$ cat src/hw/rtl/cns_pkg.sv
package cns_pkg;

    localparam int DEFAULT_MAX_DEPTH = 64;

    localparam int IN_TDATA_W  = 8;
    localparam int OUT_TDATA_W = 16;
    localparam int NEST_DEPTH_W = 7;

    localparam logic [2:0] MODE_IF    = 3'd0;
    localparam logic [2:0] MODE_ELIF  = 3'd1;
    localparam logic [2:0] MODE_ELSE  = 3'd2;
    localparam logic [2:0] MODE_ENDIF = 3'd3;

    localparam logic [2:0] ERR_NONE       = 3'd0;
    localparam logic [2:0] ERR_NO_NAME    = 3'd1;
    localparam logic [2:0] ERR_NO_IF      = 3'd2;
    localparam logic [2:0] ERR_AFTER_ELSE = 3'd3;
    localparam logic [2:0] ERR_UNMATCHED  = 3'd4;
    localparam logic [2:0] ERR_NEEDS_C23  = 3'd5;
    localparam logic [2:0] ERR_OVERFLOW   = 3'd6;

    typedef struct packed {
        logic pskip;
        logic seen_else;
        logic any;
        logic taken;
    } entry_t;

    localparam int ENTRY_W = $bits(entry_t);

    typedef struct packed {
        logic exec;
        logic load_top;
    } cmd_t;

    typedef struct packed {
        logic fetch_needed;
        logic out_valid;
    } status_t;

    function automatic logic entry_skip(entry_t e);
        return e.pskip | ~e.taken;
    endfunction

endpackage

$ cat src/hw/rtl/conditional_nesting_stack.sv
// Conditional nesting stack: tracks nested preprocessor conditional groups.
// Input channel (s_*): one directive per transfer, condition already
// evaluated. Result channel (m_*): one result per directive with the skip
// flag, process flag for other directives, nesting depth and error code.
// Configuration channel (cfg_*): one bit, enables the elifdef/elifndef forms;
// write it only while no directive is in flight.
// Output: the result is registered and shows on m_tvalid in the cycle after
// the input transfer. Throughput: one directive per cycle unless m_tready
// holds the result; an endif leaving one or more groups open also blocks
// input during the stack memory read that restores the new top entry (the
// top entry lives in a register, those below it in a single-port-read RAM).
// Stalls: the result register holds while m_tready is low; a new input is
// taken in the same cycle that the held result is transferred.
// Reset: depth, skip flag and the configuration bit clear; the stack memory
// is not cleared, as no entry is read before it has been written.
module conditional_nesting_stack #(
    parameter int MAX_DEPTH = cns_pkg::DEFAULT_MAX_DEPTH
) (
    input  logic                             aclk,
    input  logic                             aresetn,
    input  logic                             s_tvalid,
    output logic                             s_tready,
    // [2:0] mode, [3] cond_value, [4] name_ok, [5] name_form, [6] is_c23_form
    input  logic [cns_pkg::IN_TDATA_W-1:0]   s_tdata,
    output logic                             m_tvalid,
    input  logic                             m_tready,
    // [0] skip, [1] process_other, [8:2] nest_depth, [11:9] error_code
    output logic [cns_pkg::OUT_TDATA_W-1:0]  m_tdata,
    input  logic                             cfg_valid,
    output logic                             cfg_ready,
    input  logic                             cfg_data
);

    cns_pkg::cmd_t    cmd;
    cns_pkg::status_t st;
    logic             s_accept;

    assign cfg_ready = 1'b1;
    assign s_accept  = s_tvalid && s_tready;

    cns_ctrl u_ctrl (
        .aclk     (aclk),
        .aresetn  (aresetn),
        .s_tvalid (s_tvalid),
        .s_tready (s_tready),
        .m_tready (m_tready),
        .st       (st),
        .cmd      (cmd)
    );

    cns_datapath #(
        .MAX_DEPTH (MAX_DEPTH)
    ) u_datapath (
        .aclk      (aclk),
        .aresetn   (aresetn),
        .cmd       (cmd),
        .st        (st),
        .s_tdata   (s_tdata),
        .cfg_valid (cfg_valid && cfg_ready),
        .cfg_data  (cfg_data),
        .m_tvalid  (m_tvalid),
        .m_tready  (m_tready),
        .m_tdata   (m_tdata)
    );

    a_accept_room: assert property (@(posedge aclk) disable iff (!aresetn)
        s_accept |-> (!m_tvalid || m_tready))
        else $error("input accepted while a result is held");

    a_result_follows: assert property (@(posedge aclk) disable iff (!aresetn)
        s_accept |=> m_tvalid)
        else $error("accepted directive produced no result");

    a_fetch_blocks: assert property (@(posedge aclk) disable iff (!aresetn)
        (s_accept && st.fetch_needed) |=> (!s_tready && cmd.load_top))
        else $error("input taken during top entry restore");

endmodule

$ cat src/hw/rtl/cns_ram.sv
module cns_ram #(
    parameter int WIDTH = 4,
    parameter int DEPTH = 64,
    parameter int AW    = (DEPTH > 1) ? $clog2(DEPTH) : 1
) (
    input  logic             aclk,
    input  logic             wr_en,
    input  logic [AW-1:0]    wr_addr,
    input  logic [WIDTH-1:0] wr_data,
    input  logic [AW-1:0]    rd_addr,
    output logic [WIDTH-1:0] rd_data
);

    logic [WIDTH-1:0] mem [DEPTH];
    logic [WIDTH-1:0] rd_data_reg;

    always_ff @(posedge aclk) begin
        if (wr_en) begin
            mem[wr_addr] <= wr_data;
        end
        rd_data_reg <= mem[rd_addr];
    end

    assign rd_data = rd_data_reg;

endmodule

$ cat src/hw/rtl/cns_ctrl.sv
module cns_ctrl (
    input  logic              aclk,
    input  logic              aresetn,
    input  logic              s_tvalid,
    output logic              s_tready,
    input  logic              m_tready,
    input  cns_pkg::status_t  st,
    output cns_pkg::cmd_t     cmd
);

    typedef enum logic [1:0] {
        ST_IDLE  = 2'b01,
        ST_FETCH = 2'b10
    } state_t;

    state_t state_reg, state_next;

    assign s_tready = (state_reg == ST_IDLE) && (!st.out_valid || m_tready);

    always_comb begin
        cmd.exec     = s_tvalid && s_tready;
        cmd.load_top = 1'b0;
        state_next   = state_reg;
        case (state_reg)
            ST_IDLE: begin
                if (cmd.exec && st.fetch_needed) begin
                    state_next = ST_FETCH;
                end
            end
            ST_FETCH: begin
                // new top entry arrives from the stack memory
                cmd.load_top = 1'b1;
                state_next   = ST_IDLE;
            end
            default: begin
                state_next = ST_IDLE;
            end
        endcase
    end

    always_ff @(posedge aclk) begin
        if (!aresetn) begin
            state_reg <= ST_IDLE;
        end else begin
            state_reg <= state_next;
        end
    end

endmodule

$ cat src/hw/rtl/cns_datapath.sv
module cns_datapath #(
    parameter int MAX_DEPTH = cns_pkg::DEFAULT_MAX_DEPTH
) (
    input  logic                             aclk,
    input  logic                             aresetn,
    input  cns_pkg::cmd_t                    cmd,
    output cns_pkg::status_t                 st,
    input  logic [cns_pkg::IN_TDATA_W-1:0]   s_tdata,
    input  logic                             cfg_valid,
    input  logic                             cfg_data,
    output logic                             m_tvalid,
    input  logic                             m_tready,
    output logic [cns_pkg::OUT_TDATA_W-1:0]  m_tdata
);

    localparam int DW = $clog2(MAX_DEPTH + 1);
    localparam int AW = (MAX_DEPTH > 1) ? $clog2(MAX_DEPTH) : 1;
    localparam int NW = cns_pkg::NEST_DEPTH_W;

    logic [2:0] mode;
    logic       cond_value, name_ok, name_form, is_c23_form;

    assign mode        = s_tdata[2:0];
    assign cond_value  = s_tdata[3];
    assign name_ok     = s_tdata[4];
    assign name_form   = s_tdata[5];
    assign is_c23_form = s_tdata[6];

    logic [DW-1:0]   depth_reg, depth_next;
    logic            skip_reg, skip_next;
    logic            c23_reg;
    cns_pkg::entry_t top_reg, top_next;

    logic [2:0] err;
    logic       proc;
    logic       push_wr;
    logic       name_bad;

    logic                        out_valid_reg;
    logic [cns_pkg::OUT_TDATA_W-1:0] out_data_reg;
    logic [DW+NW-1:0]            depth_ext;

    logic [AW-1:0]               wr_addr, rd_addr;
    logic [DW-1:0]               depth_m1, depth_m2;
    logic [cns_pkg::ENTRY_W-1:0] rd_data;

    assign depth_m1 = depth_reg - DW'(1);
    assign depth_m2 = depth_reg - DW'(2);
    assign wr_addr  = depth_m1[AW-1:0];
    assign rd_addr  = depth_m2[AW-1:0];
    assign name_bad = name_form && !name_ok;

    always_comb begin
        depth_next = depth_reg;
        skip_next  = skip_reg;
        top_next   = top_reg;
        err        = cns_pkg::ERR_NONE;
        proc       = 1'b0;
        push_wr    = 1'b0;
        case (mode)
            cns_pkg::MODE_IF: begin
                if (name_bad) begin
                    err = cns_pkg::ERR_NO_NAME;
                end else if (depth_reg >= DW'(MAX_DEPTH)) begin
                    err = cns_pkg::ERR_OVERFLOW;
                end else begin
                    top_next       = '0;
                    top_next.pskip = skip_reg;
                    top_next.taken = !skip_reg && cond_value;
                    top_next.any   = !skip_reg && cond_value;
                    // spill the current top below the new one
                    push_wr        = (depth_reg != '0);
                    depth_next     = depth_reg + DW'(1);
                    skip_next      = cns_pkg::entry_skip(top_next);
                end
            end
            cns_pkg::MODE_ELIF: begin
                if (is_c23_form && !c23_reg) begin
                    err = cns_pkg::ERR_NEEDS_C23;
                end else if (depth_reg == '0) begin
                    err = cns_pkg::ERR_NO_IF;
                end else if (top_reg.seen_else) begin
                    err = cns_pkg::ERR_AFTER_ELSE;
                end else if (name_bad) begin
                    err = cns_pkg::ERR_NO_NAME;
                end else begin
                    if (!top_reg.any && cond_value) begin
                        top_next.taken = 1'b1;
                        top_next.any   = 1'b1;
                    end else begin
                        top_next.taken = 1'b0;
                    end
                    skip_next = cns_pkg::entry_skip(top_next);
                end
            end
            cns_pkg::MODE_ELSE: begin
                if (depth_reg == '0) begin
                    err = cns_pkg::ERR_NO_IF;
                end else if (top_reg.seen_else) begin
                    err = cns_pkg::ERR_AFTER_ELSE;
                end else begin
                    top_next.taken     = !top_reg.any;
                    top_next.any       = 1'b1;
                    top_next.seen_else = 1'b1;
                    skip_next          = cns_pkg::entry_skip(top_next);
                end
            end
            cns_pkg::MODE_ENDIF: begin
                if (depth_reg == '0) begin
                    err = cns_pkg::ERR_UNMATCHED;
                end else begin
                    depth_next = depth_m1;
                    skip_next  = top_reg.pskip;
                end
            end
            default: begin
                proc = !skip_reg;
            end
        endcase
    end

    assign st.fetch_needed = (mode == cns_pkg::MODE_ENDIF) && (depth_reg >= DW'(2));
    assign st.out_valid    = out_valid_reg;

    cns_ram #(
        .WIDTH (cns_pkg::ENTRY_W),
        .DEPTH (MAX_DEPTH),
        .AW    (AW)
    ) u_stack (
        .aclk    (aclk),
        .wr_en   (cmd.exec && push_wr),
        .wr_addr (wr_addr),
        .wr_data (top_reg),
        .rd_addr (rd_addr),
        .rd_data (rd_data)
    );

    assign depth_ext = {{NW{1'b0}}, depth_next};

    always_ff @(posedge aclk) begin
        if (!aresetn) begin
            depth_reg     <= '0;
            skip_reg      <= 1'b0;
            c23_reg       <= 1'b0;
            out_valid_reg <= 1'b0;
        end else begin
            if (cfg_valid) begin
                c23_reg <= cfg_data;
            end
            if (cmd.exec) begin
                depth_reg     <= depth_next;
                skip_reg      <= skip_next;
                out_valid_reg <= 1'b1;
            end else if (m_tready) begin
                out_valid_reg <= 1'b0;
            end
        end
    end

    always_ff @(posedge aclk) begin
        if (cmd.exec) begin
            top_reg      <= top_next;
            out_data_reg <= {4'b0, err, depth_ext[NW-1:0], proc, skip_next};
        end else if (cmd.load_top) begin
            top_reg <= cns_pkg::entry_t'(rd_data);
        end
    end

    assign m_tvalid = out_valid_reg;
    assign m_tdata  = out_data_reg;

endmodule

$ cat config.mk
export PLATFORM = sky130hd
export DESIGN_NAME = conditional_nesting_stack
export DESIGN_NICKNAME = d
export VERILOG_FILES = /design/src/hw/rtl/cns_pkg.sv /design/src/hw/rtl/conditional_nesting_stack.sv /design/src/hw/rtl/cns_ram.sv /design/src/hw/rtl/cns_ctrl.sv /design/src/hw/rtl/cns_datapath.sv
export SDC_FILE = /design/constraint.sdc
export NUM_CORES = 1
export LEC_CHECK = 0
export BUFFER_PORTS_ARGS = -buffer_cell sky130_fd_sc_hd__buf_2
export CORE_MARGIN = 5
export CORE_UTILIZATION = 40
export CTS_CLUSTER_SIZE = 12
export DETAILED_ROUTE_END_ITERATION = 10
export GPL_TIMING_DRIVEN = 1
export PLACE_DENSITY = 0.58
export SETUP_SLACK_MARGIN = 0.1
export SYNTH_ARGS = -nofsm -noshare
export SYNTH_HDL_FRONTEND = slang
export SYNTH_SLANG_ARGS = --single-unit
$ cat constraint.sdc
create_clock -name aclk -period 3.7 [get_ports aclk]
set_input_delay 0.185 -clock aclk [delete_from_list [all_inputs] [get_ports aclk]]
set_output_delay 0.185 -clock aclk [all_outputs]
set_load 0.05 [all_outputs]
==> results of run 1 <==
-- layout make-up --
type                       instances  area, um^2  share of cell area
timing repair buffer              45         280              0.0258
inverter                           8        30.0             0.00276
sequential                       222        6520               0.600
clock inverter                    11        61.3             0.00564
multi-input combinational        378        2950               0.271
tap                              319         399              0.0367
antenna                            1        2.50            0.000230
clock buffer                      31         627              0.0577
-- routing by layer --
| layer | GRT usage | wire (um) | vias to the layer above |
|---|---|---|---|
| met4 | 0.0382 | 318 | 0 |
| met5 | 0 | 0 | - |
| met2 | 0.265 | 10500 | 156 |
| li1 | - | - | 2539 |
| met1 | 0.223 | 9270 | 2833 |
| met3 | 0.0236 | 1140 | 29 |
-- placed cells by master (no fill, tap or decap), types with 4 or more instances in the layout --
| cell type | n |
|---|---|
| or3_1 | 5 |
| dfxtp_1 | 13 |
| buf_2 | 26 |
| clkinv_1 | 7 |
| mux4_2 | 48 |
| o21ai_0 | 8 |
| nor3_1 | 10 |
| edfxtp_1 | 207 |
| clkbuf_16 | 24 |
| nor3b_1 | 5 |
| a31oi_1 | 4 |
| nor4_1 | 7 |
| nor2b_1 | 9 |
| a211oi_1 | 7 |
| a21oi_1 | 22 |
| conb_1 | 5 |
| nor2_1 | 95 |
| nand2_1 | 55 |
| o211ai_1 | 4 |
| nand3_1 | 9 |
| mux2_2 | 6 |
| mux2i_1 | 4 |
| clkbuf_1 | 7 |
| nand2b_1 | 8 |
| and3_1 | 4 |
| inv_1 | 7 |
| buf_4 | 16 |
| xnor2_1 | 9 |
| and2_1 | 5 |
| ha_1 | 7 |
-- critical path: cells and delay by family (launching register included) --
kind / cells / cell delay [ns]
adder cells (fa/ha/maj): 1 / 0.38
AND/OR/NAND/NOR: 3 / 0.89
flip-flops: 1 / 0.32
buffers and inverters: 1 / 0.13
AO/OA/AOI/OAI: 1 / 0.43
XOR/XNOR: 1 / 0.43
-- where the power goes --
part           switching, mW  internal, mW
clock network          0.910          1.19
logic                  0.489         0.232
registers             0.0203          2.82
-- path summary, 6_finish.rpt --
path / from / endpoint
max: u_datapath.depth_reg[1] / u_datapath.u_stack.mem[39][2]
min: aresetn / u_datapath.depth_reg[6]
max reg2reg: u_datapath.depth_reg[1] / u_datapath.u_stack.mem[39][2]
min reg2reg: u_datapath.u_stack.rd_data[3] / u_datapath.top_reg[3]
-- timing repair --
item / 4_1_cts / 5_1_grt
buffers inserted: 0 / 0
hold buffers: 3 / 0
endpoints found under the hold margin: 2 / 0
setup endpoints to repair: 0 / 0
-- cells by family after synthesis --
group | share of synthesized area
AOI/OAI and AO/OA | 0.0476
xor gates and xnor gates | 0.0109
adders and majority gates | 0.00907
buffers and inverters | 0.0219
DFF | 0.675
muxes | 0.123
other | 0.000778
and+or+nand+nor | 0.112
==> metrics.cfg, run 1 <==
[setup_path]
critPathMaxStageDelay_ns=0.43
cp-start-kind=flop
cpMaxStageDelayCell=a21boi_0
critPathRequiredTime_ns=3.88
r2r_cells=7
ff2ff_setup_slack_ns=0.78
critical_path_class=flop to flop
critPathCaptureType=flop
worstPathArrival_ns=3.10
cpMostUsedCell=nand2_1
cp_max_fo=8
crit_path_cell_trace=inv_1, ha_1, a21boi_0, nand2_1, xnor2_1, nand2_1, nor2_1

[floorplanning]
fp.dieH_um=165
pin_count=33
coreArea_mm2=0.0236
die_area_mm2=0.0273
rows=56
start_util=0.409
die_width_um=165

[grt]
grt_pass1_wl_mm=33.4
overflow=0
antenna_found_initial=0
grt_usage=0.159
grt_max_degree=68
grt_pass1_vias=5782

[cells_and_area]
final_util=0.460
fin_area_mm2=0.0109
largest_register_ffs=192
layout.cells.non_filler=1015
nFillCells=2065
area_growth_pct=12.5
finalNetCount=700
final_layout_size_suffix_gt1_frac=0.196

[yosys]
postSynthAreaPerCell_um2=15.0
synth_most_common_cell=edfxtp_1
synth_top_area_frac=0.644
ys_seq_area_frac=0.675
synth-seq-cells=222
yosys.area.top_type=edfxtp_1
synth_edf_count=207
yosys_warnings=0
ys_types=56
synthTopCellsByArea=edfxtp_1 64%, mux4_2 11%, nor2_1 3.7%, dfxtp_1 3.1%, nand2_1 2.1%
synth_common_cells=207 x edfxtp_1, 95 x nor2_1, 55 x nand2_1
synthFlopType=edfxtp_1
synthCells=644
netlist_area_mm2=0.00966
async_reset_ff_frac=0

[flow_run]
drv_cap=0

[placed_design]
place.gp.congestion=0.856
pre_cts_slack_ns=0.676
io_buffers=26
dpl_cell_area_mm2=0.0101
dp_hpwl_mm=13.6
dp.cells=969

[route]
drt_iter0_drc=329
via_per_inst=5.47
vias=5557
detail_route.wl_per_cell_um=20.9
wl_mm=21.2
drc=0
dr.pass1.iters=5
antenna_left=0

[timing]
setup_violations=0
slew_headroom=0.395
period_share=0.790
fin_ws_ns=0.779
fmax_ghz=0.342
period_needed_ns=2.92
holdWs_ns=0.0136
fin_worst_skew_ns=0.0161
tns_ns=0
hold_viol_final=0
rsz0062_at_grt=no
worst_pin_slew_ns=0.907
slew_violations=0

[cts]
cts-htree-levels=1
cts_root_buffer=clkbuf_16
numCtsBuffers=24
clk_latency_ns=0.52
clk_pin_slew_ns=0.06
cts_sinks=222
cts_buffer_depth=3
tritoncts=built
cts_resized=0

[worst_hold_path]
min_path_cells=2
min_path_type=primary input to flop

[power_and_ir_drop]
ir_drop_mv=0.292
p_per_area_mw_per_mm2=521
p_leak_nw=3.47
total_power_mw=5.66

[status]
status=completed

(Power assumes the default switching activity.)
==> run 2, diff against run 1 <==
- clock period: 3.7 -> 2.78 ns (I/O delays scaled with it)
==> metrics.cfg, run 2 (synthesis gave the netlist of run 1 again) <==
[power_and_ir_drop]
p_leak_nw=3.66  ; +5.6%
ir_drop_mv=0.466  ; +60%
total_power_mw=8.07  ; +43%
p_per_area_mw_per_mm2=706  ; +36%

[cells_and_area]
layout_common_cells=207 x edfxtp_1, 52 x nor2_1, 48 x mux4_2, 44 x nand2_1, 32 x nor2_2
largest_register_ffs=192  ; unchanged
area_growth_pct=18.3
final_layout_size_suffix_gt1_frac=0.307  ; +0.111
final_common_cell=edfxtp_1
num_antenna_cells=0  ; -1
final_util=0.484  ; +0.0237
nFillCells=2045  ; -0.97%
finalNetCount=712  ; +1.7%

[cts]
post-cts-setup-buffer-count=0  ; unchanged
cts-htree-levels=1  ; unchanged
numCtsBuffers=24  ; unchanged
cts_root_buffer=clkbuf_16
cts_sinks=222  ; unchanged
clk_pin_slew_ns=0.06  ; about the same
cts_buffer_depth=3  ; unchanged
clk_latency_ns=0.54  ; +0.02 ns
tritoncts=built

[floorplanning]
die_width_um=165  ; unchanged
rows=56  ; unchanged
pin_count=33  ; unchanged
start_util=0.409  ; unchanged
die_area_mm2=0.0273  ; unchanged
fp.dieH_um=165  ; unchanged
coreArea_mm2=0.0236  ; unchanged

[setup_path]
cp-start-kind=flop
r2r-start=u_datapath.depth_reg[2]
critPathMaxStageDelay_ns=0.34  ; -0.09 ns
critical_path_class=flop to flop
cpMaxStageDelayCell=ha_2
cp_max_fo=8  ; unchanged
path_buf_inv=1  ; unchanged
worstPathArrival_ns=2.69  ; -0.41 ns
worstSetupStartpoint=u_datapath.depth_reg[2]
crit_family=simple AND/OR/NAND/NOR gates
critPathCaptureType=flop
critPathRequiredTime_ns=2.97  ; -0.91 ns
crit_path_cell_trace=inv_1, ha_2, a21boi_2, xor2_1, and2_1, nand2_2, nor2_1

[grt]
grt_use_met1=0.225  ; +0.00275
grt-busiest-layer=met2
grt.met3_usage=0.0318  ; +0.00819
gr-usage-met2=0.261  ; -0.00464
grt_pass1_vias=5806  ; +0.42%
antenna_found_initial=0  ; unchanged
grt_max_degree=67  ; -1.5%
grt_pass1_wl_mm=33.9  ; +1.5%
overflow=0  ; unchanged
grt_usage=0.162  ; +0.00310

[placed_design]
pre_cts_slack_ns=0.179  ; -0.497 ns
dp_hpwl_mm=13.8  ; +2.0%
place.gp.congestion=0.837  ; -2.2%
io_buffers=26  ; unchanged

[timing]
slew_violations=0  ; unchanged
holdWs_ns=0.0784  ; +0.0648 ns
fin_worst_skew_ns=0.0216  ; +0.00547 ns
worst_pin_slew_ns=0.707  ; -0.199 ns
hold_viol_final=0  ; unchanged
period_needed_ns=2.50  ; -0.419 ns
setup_violations=0  ; unchanged
period_share=0.900  ; +0.111
rsz0062_at_grt=no
tns_ns=0  ; unchanged
fmax_ghz=0.400  ; +17%
slew_headroom=0.516  ; +0.121
fin_ws_ns=0.277  ; -0.501 ns

[route]
drt_iter0_drc=569  ; +73%
vias=5645  ; +1.6%
via_per_inst=5.50  ; +0.49%
detail_route.wl_per_cell_um=21.1  ; +0.75%
antenna_left=0  ; unchanged
dr.pass1.iters=5  ; unchanged
wl_mm=21.6  ; +1.8%
drc=0  ; unchanged

[worst_hold_path]
holdCritStartpoint=s_tdata[3]
min_path_type=primary input to flop

[flow_run]
drv_cap=0  ; unchanged

[status]
status=completed

## run 2: changes by cell type in the layout (fill, tap and decap cells not counted), moves of 3 or more
cell,delta
nor2_1,-43
nor2_2,+32
nand2_1,-11
nor2_4,+11
buf_4,+8
nand2_2,+7
clkinv_1,-6
nand2_4,+4
buf_12,+3
bufinv_16,+3
xnor2_1,-3
## run 2: layer usage
layer  vias up  wire length (um)
met2       198             10400
met1      2837              9190
met4         0               649
li1       2566                 -
met3        44              1400
met5         -                 0
## run 2: where the power goes
group	internal, mW	switching (mW)
combinational	0.364	0.717
sequential	3.75	0.0353
clock	1.93	1.27
total	6.05	2.02
## run 2: repair_timing
item,CTS,global route
endpoints found under the hold margin,8,0
hold buffers,4,0
resized for setup,0,2
endpoints found under the setup margin,0,54
## run 2: worst paths after layout
path                            cells past startpoint                            end  slack, ns
worst max register to register                      7  u_datapath.u_stack.mem[42][3]       0.28
worst min-delay path                                3          u_datapath.top_reg[1]       0.08
worst min register to register                      2            u_datapath.m_tvalid       0.54
worst max-delay path                                7  u_datapath.u_stack.mem[42][3]       0.28
## run 2: layout make-up
| cell class | count | area (um^2) | share of cell area |
|---|---|---|---|
| clock buffers | 34 | 658 | 0.0576 |
| flip-flops and latches | 222 | 6520 | 0.570 |
| inverters | 8 | 33.8 | 0.00296 |
| clock inverters | 8 | 139 | 0.0122 |
| repair buffers | 57 | 410 | 0.0359 |
| well taps | 319 | 399 | 0.0349 |
| multi-input cells | 378 | 3270 | 0.286 |
## run 2: tightest hold or removal path: cells and delay by family
kind	cells	cell delay (ns)
buf+inv	1	0.13
compound gates	1	0.08
simple gates	1	0.08
## run 2: stage by stage
step	cell area, um^2	std cells
after floorplan	10000	647
after global placement	10600	980
after detailed placement	10600	980
after CTS	11400	1026
after global routing	11400	1026
final	11400	1026
==> run 3, diff against run 2 <==
- PLACE_DENSITY: 0.58 -> 0.61
- clock period: 2.78 -> 2.2 ns (I/O delays scaled with it)
==> metrics.cfg, run 3 (synthesis gave the netlist of run 1 again) <==
[setup_path]
critPathCaptureType=flop
cp_max_fo=8  ; unchanged
critPathMaxStageDelay_ns=0.36  ; +0.02 ns
crit_path_cell_trace=inv_6, ha_4, a21boi_4, buf_12, xor2_4, and2_4, nand2_8, nor2_4
worstPathArrival_ns=2.36  ; -0.33 ns
critPathRequiredTime_ns=2.43  ; -0.54 ns
path_buf_inv=2  ; +1
crit_family=simple AND/OR/NAND/NOR gates
cpMaxStageDelayCell=dfxtp_4
critical_path_class=flop to flop
cp-start-kind=flop

[power_and_ir_drop]
p_leak_nw=4.10  ; +12%
intPower_mw=7.56  ; +25%
ir_drop_mv=0.608  ; +30%
p_per_area_mw_per_mm2=814  ; +15%
p_sw_frac=0.269  ; +0.0190
p_seq_frac=0.461  ; -0.008
total_power_mw=10.3  ; +28%
p_clk_frac=0.342  ; -0.055
p_sw_mw=2.79  ; +38%
p_comb_frac=0.196  ; +0.062

[timing]
fin_worst_skew_ns=0.0132  ; -0.00833 ns
period_needed_ns=2.12  ; -0.378 ns
slew_headroom=0.529  ; +0.0129
holdWs_ns=0.0628  ; -0.0156 ns
worst_pin_slew_ns=0.706  ; -0.00101 ns
period_share=0.966  ; +0.0653
hold_viol_final=0  ; unchanged
tns_ns=0  ; unchanged
fmax_ghz=0.471  ; +18%
rsz0062_at_grt=yes
slew_violations=0  ; unchanged
setup_violations=0  ; unchanged

[cells_and_area]
finalNetCount=778  ; +9.3%
area_growth_pct=31.6
layout_common_cells=207 x edfxtp_1, 68 x buf_4, 60 x nor2_4, 48 x mux4_2, 42 x nand2_1
final_util=0.538  ; +0.0544
largest_register_ffs=192  ; unchanged
final_layout_size_suffix_gt1_frac=0.428  ; +0.121
final_common_cell=edfxtp_1
num_antenna_cells=0  ; unchanged

[route]
via_per_inst=5.42  ; -1.6%
antenna_left=0  ; unchanged
detail_route.wl_per_cell_um=21.4  ; +1.5%
wl_mm=23.4  ; +8.1%
dr.pass1.iters=5  ; unchanged
vias=5914  ; +4.8%
drt_iter0_drc=439  ; -23%
drc=0  ; unchanged

[worst_hold_path]
min_path_type=primary input to flop

[floorplanning]
rows=56  ; unchanged
die_width_um=165  ; unchanged
pin_count=33  ; unchanged
start_util=0.409  ; unchanged
coreArea_mm2=0.0236  ; unchanged
fp.dieH_um=165  ; unchanged
die_area_mm2=0.0273  ; unchanged

[flow_run]
drv_cap=0  ; unchanged

[cts]
clk_latency_ns=0.53  ; about the same
cts-htree-levels=1  ; unchanged
cts_sinks=222  ; unchanged
cts_root_buffer=clkbuf_16
numCtsBuffers=24  ; unchanged
tritoncts=built
clk_pin_slew_ns=0.06  ; about the same
cts_buffer_depth=3  ; unchanged

[grt]
grt_max_degree=65  ; -3.0%
grt_pass1_wl_mm=36.4  ; +7.4%
grt_pass1_vias=6253  ; +7.7%
grt_usage=0.176  ; +0.0141
overflow=0  ; unchanged
antenna_found_initial=0  ; unchanged

[placed_design]
place.gp.congestion=0.858  ; +2.5%
io_buffers=26  ; unchanged
dp_hpwl_mm=15.7  ; +13%

[status]
status=completed

[run 3: tightest hold or removal path, delay by kind of cell]
family / cells / cell delay [ns]
buffers and inverters: 1 / 0.13
AOI/OAI and AO/OA: 1 / 0.10
and+or+nand+nor: 1 / 0.07
[run 3: timing repair]
item	in CTS	in global routing
cloned	1	1
pin swaps	14	29
hold buffers	4	0
gates resized for setup	45	35
endpoints found under the setup margin	196	200
setup buffers	3	10
hold endpoints to repair	9	0
[run 3: per-stage QoR]
stage	setup WS (ns)	cell area [um^2]	std cells
finish	0.0758	12700	1092
global placement	-0.230	11400	1031
floorplan	-0.545	10300	647
detailed placement	-0.247	11400	1031
global route	0.00659	12700	1092
CTS	0.0732	12400	1081
[run 3: final timing paths]
kind,slack [ns],depth (start not counted),end,start
setup / recovery,0.08,8,u_datapath.u_stack.mem[44][1],u_datapath.depth_reg[1]
hold / removal,0.06,3,u_datapath.top_reg[1],s_tdata[3]
setup reg to reg,0.08,8,u_datapath.u_stack.mem[44][1],u_datapath.depth_reg[1]
hold reg to reg,0.51,2,u_datapath.top_reg[2],u_datapath.u_stack.rd_data[2]
[run 3: metal layers]
layer | global-route usage | wire length [um]
met1 | 0.238 | 9940
met2 | 0.300 | 11600
met3 | 0.0248 | 1110
met4 | 0.0506 | 682
met5 | 0 | 0
[run 3: layout make-up]
| type | count | area [um^2] |
|---|---|---|
| fillers | 1906 | 10900 |
| flip-flops and latches | 222 | 6520 |
| multi-input cells | 378 | 3910 |
| repair buffers | 123 | 1150 |
| clock buffers | 30 | 623 |
| well taps | 319 | 399 |
| clock inverters | 12 | 60.1 |
| inverters | 8 | 37.5 |
[run 3: power groups by stage]
stage | clock (mW) | combinational [mW] | sequential [mW]
floorplan | 0 | 1.00 | 4.98
global placement | 0 | 1.68 | 4.86
detailed placement | 0 | 1.69 | 4.86
CTS | 3.63 | 1.85 | 4.77
global route | 3.81 | 2.17 | 4.77
finish | 3.54 | 2.03 | 4.77
